==> src/rtl/cep_pkg.sv <==
// Package for the cursor editor with prefix maxima: sizes, command codes and the
// control and status structs between the controller and the datapath. No dependencies.
package cep_pkg;

   localparam int DEPTH      = 4096;
   localparam int VALUE_BITS = 16;
   localparam int SUM_W      = 32;
   localparam int ADDR_W     = $clog2(DEPTH);
   localparam int CNT_W      = $clog2(DEPTH + 1);
   localparam int CMD_W      = 3;
   localparam int REQ_DATA_W = ((VALUE_BITS + CNT_W + 7) / 8) * 8;

   typedef enum logic [CMD_W-1:0] {
      CMD_INSERT = 3'd0,
      CMD_DELETE = 3'd1,
      CMD_LEFT   = 3'd2,
      CMD_RIGHT  = 3'd3,
      CMD_QUERY  = 3'd4
   } cmd_type;

   typedef enum logic {
      ST_IDLE,
      ST_EXEC
   } state_type;

   // Commands from the controller to the datapath.
   typedef struct packed {
      logic load;            // capture the word and read the stack tops
      logic push;            // push onto the left stack
      logic push_from_right; // pushed value comes from the right stack top
      logic drop_left;       // left count down by one
      logic move_to_right;   // write the left top onto the right stack
      logic pop_right;       // right count down by one
      logic respond;         // load the result register
   } ctl_type;

   // Status from the datapath to the controller.
   typedef struct packed {
      cmd_type cmd;
      logic    left_empty;
      logic    left_full;
      logic    right_empty;
      logic    right_full;
      logic    has_room;
      logic    rsp_busy;
   } stat_type;

endpackage

==> src/rtl/cep_controller.sv <==
// Controller state machine of the cursor editor: accepts a word, then issues the
// update commands for it in ST_EXEC, where a query may wait. Depends on cep_pkg.
module cep_controller import cep_pkg::*; (
   input  logic     clock,
   input  logic     reset,
   input  logic     req_tvalid,
   output logic     req_tready,
   input  stat_type stat,
   output ctl_type  ctl
);

   state_type state_ff, state_in;

   always_ff @(posedge clock) begin
      if (reset) begin
         state_ff <= ST_IDLE;
      end else begin
         state_ff <= state_in;
      end
   end

   always_comb begin
      state_in   = state_ff;
      ctl        = '0;
      req_tready = 1'b0;
      case (state_ff)
         ST_IDLE: begin
            req_tready = 1'b1;
            if (req_tvalid) begin
               ctl.load = 1'b1;
               state_in = ST_EXEC;
            end
         end
         ST_EXEC: begin
            state_in = ST_IDLE;
            case (stat.cmd)
               CMD_INSERT: begin
                  ctl.push = stat.has_room;
               end
               CMD_DELETE: begin
                  ctl.drop_left = !stat.left_empty;
               end
               CMD_LEFT: begin
                  if (!stat.left_empty && !stat.right_full) begin
                     ctl.move_to_right = 1'b1;
                     ctl.drop_left     = 1'b1;
                  end
               end
               CMD_RIGHT: begin
                  if (!stat.right_empty && !stat.left_full) begin
                     ctl.push            = 1'b1;
                     ctl.push_from_right = 1'b1;
                     ctl.pop_right       = 1'b1;
                  end
               end
               CMD_QUERY: begin
                  // Hold here until the result register is free.
                  if (stat.rsp_busy) begin
                     state_in = ST_EXEC;
                  end else begin
                     ctl.respond = 1'b1;
                  end
               end
               default: begin
               end
            endcase
         end
         default: begin
            state_in = ST_IDLE;
         end
      endcase
   end

endmodule

==> config.mk <==
export PLATFORM = sky130hd
export DESIGN_NAME = cep_controller
export DESIGN_NICKNAME = d
export VERILOG_FILES = /design/src/rtl/cep_pkg.sv /design/src/rtl/cep_controller.sv
export SDC_FILE = /design/constraint.sdc
export NUM_CORES = 1
export LEC_CHECK = 0
export BUFFER_PORTS_ARGS = -buffer_cell sky130_fd_sc_hd__buf_2
export CAP_MARGIN = 20
export CORE_AREA = 2 2 39 41
export DETAILED_ROUTE_END_ITERATION = 8
export DIE_AREA = 0 0 41 43
export GPL_ROUTABILITY_DRIVEN = 1
export GPL_TIMING_DRIVEN = 0
export SLEW_MARGIN = 20
export SYNTH_ARGS = -nofsm -noshare
export SYNTH_HDL_FRONTEND = slang
export SYNTH_SLANG_ARGS = --single-unit
==> constraint.sdc <==
create_clock -name clock -period 1.45 [get_ports clock]
set_input_delay 0.145 -clock clock [delete_from_list [all_inputs] [get_ports clock]]
set_output_delay 0.145 -clock clock [all_outputs]
set_load 0.05 [all_outputs]
==> results.json, run 1 <==
{
  "top_layer": "met3",
  "dieHeight_um": 43,
  "n_antenna_cell": 0,
  "grt-ovfl-total": 0,
  "met2_wirelength_um": 149,
  "synth_most_common_cell": "nand2b_1",
  "syn_inst": 18,
  "fin_crit_ns": 1.27,
  "postRouteWirelength_um": 389,
  "yosysWarnings": 0,
  "post_cts_buffers": 0,
  "wl_met3_um": 71,
  "grt_pass1_vias": 142,
  "synth_ff_type": "dfxtp_1",
  "rrSetupSlack_ns": 0.73,
  "track_usage": 0.0340,
  "clk-insertion-delay-late_ns": 0,
  "power-per-cell-area_nw_per_um2": 337,
  "finalMaxSlewViolations": 0,
  "core_area_um2": 1380,
  "pin_count": 20,
  "syn_nets": 30,
  "avgSynthCellArea_um2": 7.72,
  "yosysSeqAreaShare": 0.144,
  "path_buf_inv": 2,
  "dp.cells": 53,
  "hold_viol_final": 0,
  "drc": 0,
  "wl_per_cell_um": 7.34,
  "ant_nets": 0,
  "cpMostUsedCell": "buf_2",
  "leakage_nw": 0.130,
  "avgViaCountPerCell": 3.83,
  "min-delay-start": "reset",
  "grt_max_degree": 6,
  "drtIter0Drc": 0,
  "r2r-end": "state_ff",
  "cpMaxStageDelayCell": "or3b_1",
  "clock.fmax_ghz": 0.788,
  "grt_pass1_wl_um": 462,
  "endpoint_kind": "output pin",
  "initial_utilization": 0.100,
  "gp_congestion": 0.635,
  "wl_met1_um": 168,
  "status": "complete, no violations",
  "hold_path.class": "in2reg",
  "cp_cell_sequence": "buf_2, or3b_1, a211oi_2, buf_2",
  "synth_top_area_share": 0.162,
  "largestRegisters": "state_ff: 1 flops",
  "reg2regPathDepth": 2,
  "finClkSkew_ns": 0,
  "synth_edf_count": 0,
  "startpoint_type": "input port",
  "die_x_um": 41,
  "synth_common_cells": "3 x nand2b_1, 2 x inv_1, 2 x nand4bb_1, 2 x nor2_1, 2 x or3b_1",
  "period_share": 0.876,
  "rsz0062_at_grt": "no",
  "nets": 51,
  "dieArea_um2": 1760,
  "ys_ff_latch": 1,
  "io_buffers": 19,
  "placed_area_um2": 262,
  "vias": 203,
  "synth_cell_types": 12,
  "cts_hold_buf": 0,
  "antenna_found_initial": 0,
  "critPathMaxFanout": 5,
  "async_flop_share": 0,
  "stdcell_area_um2": 262,
  "whs_endpoint": "state_ff",
  "maxCapViolations": 0,
  "max_flop_register": "state_ff",
  "layout-drive-gt1-share": 0.622,
  "slowest_delay_ns": 0.39,
  "largest_register_ffs": 1,
  "synth_area_um2": 139,
  "place_ws_ns": 0.174,
  "rr_startpoint": "state_ff",
  "fin_ws_ns": 0.180,
  "arrival_ns": 1.12,
  "worstPathRequired_ns": 1.31,
  "clk_pin_slew_ns": 0,
  "final_cells": 53,
  "syn2layout_area_growth_pct": 88.3,
  "cts_resized": 0,
  "whs_path_depth": 3,
  "slew_headroom": 0.834,
  "dr.pass1.iters": 1,
  "core.rowCount": 14,
  "synth_top_cell_by_area": "nand4bb_1",
  "vdd_drop_max_mv": 0.160,
  "setup_tns_ns": 0,
  "fin_hold_ws_ns": 0.418,
  "synthTopCellsByArea": "nand4bb_1 16%, dfxtp_1 14%, nand2b_1 14%",
  "worstSetupPathType": "in2out",
  "worst_slew_pin_slew_ns": 0.250,
  "crit_family": "buffers and inverters",
  "setup_viol": 0
}
-- cell type report --
cell class	instances	area, µm²
Timing Repair Buffer	19	95.1
Fill cell	155	1120
Inverter	2	7.51
Buffer	1	7.51
Sequential cell	1	20.0
Multi-Input combinational cell	14	111
Tap cell	16	20.0
-- worst reg2reg max path: stages, from the launching register on --
cell and delay (ns):
dfxtp_1 0.36, nand4bb_1 0.15, o2bb2ai_1 0.14
-- worst max path at each step --
stage,slack (ns),cells after the start,endpoint,start
finish,0.18,4,ctl[3],stat[6]
global route,0.14,4,ctl[3],stat[6]
CTS,0.17,4,ctl[3],stat[6]
detailed placement,0.17,4,ctl[3],stat[6]
global placement,0.18,4,ctl[3],stat[6]
floorplan,0.003,2,ctl[5],stat[7]
-- cells in the final DEF, fill, tap and decap left out, drive strengths merged --
cell,instances
buf,20
o2bb2ai,1
dfxtp,1
a21oi,1
nor2,2
nor2b,1
nand2b,3
a211oi,1
nand4bb,2
nor3,1
inv,2
or3b,2
-- power by group --
group | total (W) | leakage, nW | internal, W | switching [W]
Combinational | 0.0000564 | 0.121 | 0.0000226 | 0.0000338
Sequential | 0.0000317 | 0.00830 | 0.0000298 | 0.00000181
Clock | 0 | 0 | 0 | 0
Total | 0.0000881 | 0.130 | 0.0000525 | 0.0000356
-- kinds of logic after synthesis --
| kind of cell | synth area share |
|---|---|
| and+or+nand+nor | 0.559 |
| AOI/OAI and AO/OA | 0.189 |
| buffers and inverters | 0.108 |
| DFF | 0.144 |
-- metrics by stage --
stage / utilization / total power [W]
detailed placement: 0.189 / 0.0000888
global route: 0.189 / 0.0000928
floorplan: - / 0.0000646
CTS: 0.189 / 0.0000890
finish: 0.189 / 0.0000881
global placement: 0.189 / 0.0000878
-- per-layer routing --
layer  vias up  track usage
met5         -            0
met4         0            0
met3         0            0
met2        18       0.0656
met1        84       0.0413
li1        101            -
No activity file was read; power rests on OpenSTA's default activity.
==> inputs of run 2 (changes only) <==
--- a/config.mk
+++ b/config.mk
@@ -7,11 +7,14 @@
 export LEC_CHECK = 0
 export BUFFER_PORTS_ARGS = -buffer_cell sky130_fd_sc_hd__buf_2
 export CAP_MARGIN = 20
+export CELL_PAD_IN_SITES_DETAIL_PLACEMENT = 1
+export CELL_PAD_IN_SITES_GLOBAL_PLACEMENT = 1
 export CORE_AREA = 2 2 39 41
 export DETAILED_ROUTE_END_ITERATION = 8
 export DIE_AREA = 0 0 41 43
 export GPL_ROUTABILITY_DRIVEN = 1
 export GPL_TIMING_DRIVEN = 0
+export PLACE_DENSITY_LB_ADDON = 0.1
 export SLEW_MARGIN = 20
 export SYNTH_ARGS = -nofsm -noshare
 export SYNTH_HDL_FRONTEND = slang
==> run 2 against run 1 <==
Net effect:
- worst hold slack gained 0.014 ns
- sequential power about the same
- core utilization unchanged
- critical path depth is the same
- clock skew unchanged
- setup slack worse by 0.030 ns
- combinational power grew 2%
==> results.json, run 2 (synthesized netlist as in run 1, its figures left out) <==
{
  "syn2layout_area_growth_pct": 88.3,
  "crit_family": "buffers and inverters",
  "grt_max_degree": 6,
  "vias": 209,
  "slowest_delay_ns": 0.40,
  "largest_register_ffs": 1,
  "endpoint_kind": "output pin",
  "maxCapViolations": 0,
  "power-per-cell-area_nw_per_um2": 341,
  "worstSetupPathType": "in2out",
  "placed_area_um2": 262,
  "period_share": 0.896,
  "wl_per_cell_um": 9.55,
  "hold_path.class": "in2reg",
  "drtIter0Drc": 2,
  "avgViaCountPerCell": 3.94,
  "grt-ovfl-total": 0,
  "status": "complete, no violations",
  "post-route-util": 0.189,
  "track_usage": 0.0490,
  "grt_pass1_vias": 155,
  "r2r-end": "state_ff",
  "ant_nets": 0,
  "clk_pin_slew_ns": 0,
  "cts_resized": 0,
  "largestRegisters": "state_ff: 1 flops",
  "finClkSkew_ns": 0,
  "cts_hold_buf": 0,
  "fin_crit_ns": 1.30,
  "slew_headroom": 0.831,
  "power_w": 0.0000890,
  "io_buffers": 19,
  "vdd_drop_max_mv": 0.129,
  "dieHeight_um": 43,
  "nets": 51,
  "n_antenna_cell": 0,
  "startpoint_type": "input port",
  "worstPathRequired_ns": 1.31,
  "finalMaxSlewViolations": 0,
  "reg2regPathDepth": 2,
  "postRouteWirelength_um": 506,
  "cp_cell_sequence": "buf_2, or3b_1, a211oi_2, buf_2",
  "clock.fmax_ghz": 0.770,
  "max_flop_register": "state_ff",
  "critPathMaxFanout": 5,
  "min-delay-start": "reset",
  "initial_utilization": 0.100,
  "layout_common_cells": "19 x buf_2, 3 x nand2b_1, 2 x or3b_1, 2 x nand4bb_1, 2 x inv_1",
  "grt_pass1_wl_um": 655,
  "arrival_ns": 1.15,
  "num-fill-cells": 181,
  "cpMaxStageDelayCell": "or3b_1",
  "post_cts_buffers": 0,
  "regArea_um2": 20.0,
  "leakage_nw": 0.130,
  "multiInputGateArea_um2": 111,
  "rr_startpoint": "state_ff",
  "gp_congestion": 0.513,
  "hold_viol_final": 0,
  "core.rowCount": 14,
  "setup_viol": 0,
  "whs_endpoint": "state_ff",
  "setup_tns_ns": 0,
  "clk-insertion-delay-late_ns": 0,
  "pin_count": 20,
  "cpMostUsedCell": "buf_2",
  "worst_slew_pin_slew_ns": 0.255,
  "stdcell_area_um2": 262,
  "layout_commonest_cell": "buf_2",
  "drc": 0,
  "path_buf_inv": 2,
  "die_x_um": 41,
  "dr.pass1.iters": 2,
  "core_area_um2": 1380,
  "layout-drive-gt1-share": 0.622,
  "rsz0062_at_grt": "no",
  "whs_path_depth": 3,
  "antenna_found_initial": 0,
  "dieArea_um2": 1760,
  "rrSetupSlack_ns": 0.69
}
-- run 2: per-stage QoR --
stage | instances | hold slack, ns | setup WS [ns]
6_report | 53 | 0.432 | 0.151
5_1_grt | 53 | 0.442 | 0.0919
4_1_cts | 53 | 0.438 | 0.135
3_5_place_dp | 53 | 0.437 | 0.141
3_3_place_gp | 53 | 0.424 | 0.176
2_1_floorplan | 18 | 0.300 | 0.00293
-- run 2: worst max path at each step --
stage               startpoint      to  depth (start not counted)
floorplan              stat[7]  ctl[5]                          2
global placement       stat[6]  ctl[3]                          4
detailed placement     stat[6]  ctl[3]                          4
CTS                    stat[6]  ctl[3]                          4
global route           stat[6]  ctl[3]                          4
finish                 stat[6]  ctl[3]                          4
-- run 2: routing by layer --
layer	vias to the layer above	global-route usage	routed length [µm]
met3	0	0	57
met1	93	0.0698	216
met2	15	0.0844	232
met4	0	0	0
li1	101	-	-
met5	-	0	0
-- run 2: report_power, final --
part,leakage [nW],total (W),switching (W),internal (W)
Sequential,0.00830,0.0000316,0.00000172,0.0000298
Clock,0,0,0,0
Combinational,0.121,0.0000575,0.0000348,0.0000227
Total,0.130,0.0000890,0.0000365,0.0000525
-- run 2: cell type report --
cell class / count / area share
Inverter: 2 / 0.0287
Timing Repair Buffer: 19 / 0.364
Multi-Input combinational cell: 14 / 0.426
Buffer: 1 / 0.0287
Sequential cell: 1 / 0.0766
Tap cell: 16 / 0.0766
-- run 2: worst reg2reg max path: stages, from the launching register on --
cell and delay, ns:
dfxtp_1 0.35, nand4bb_1 0.16, o2bb2ai_1 0.16
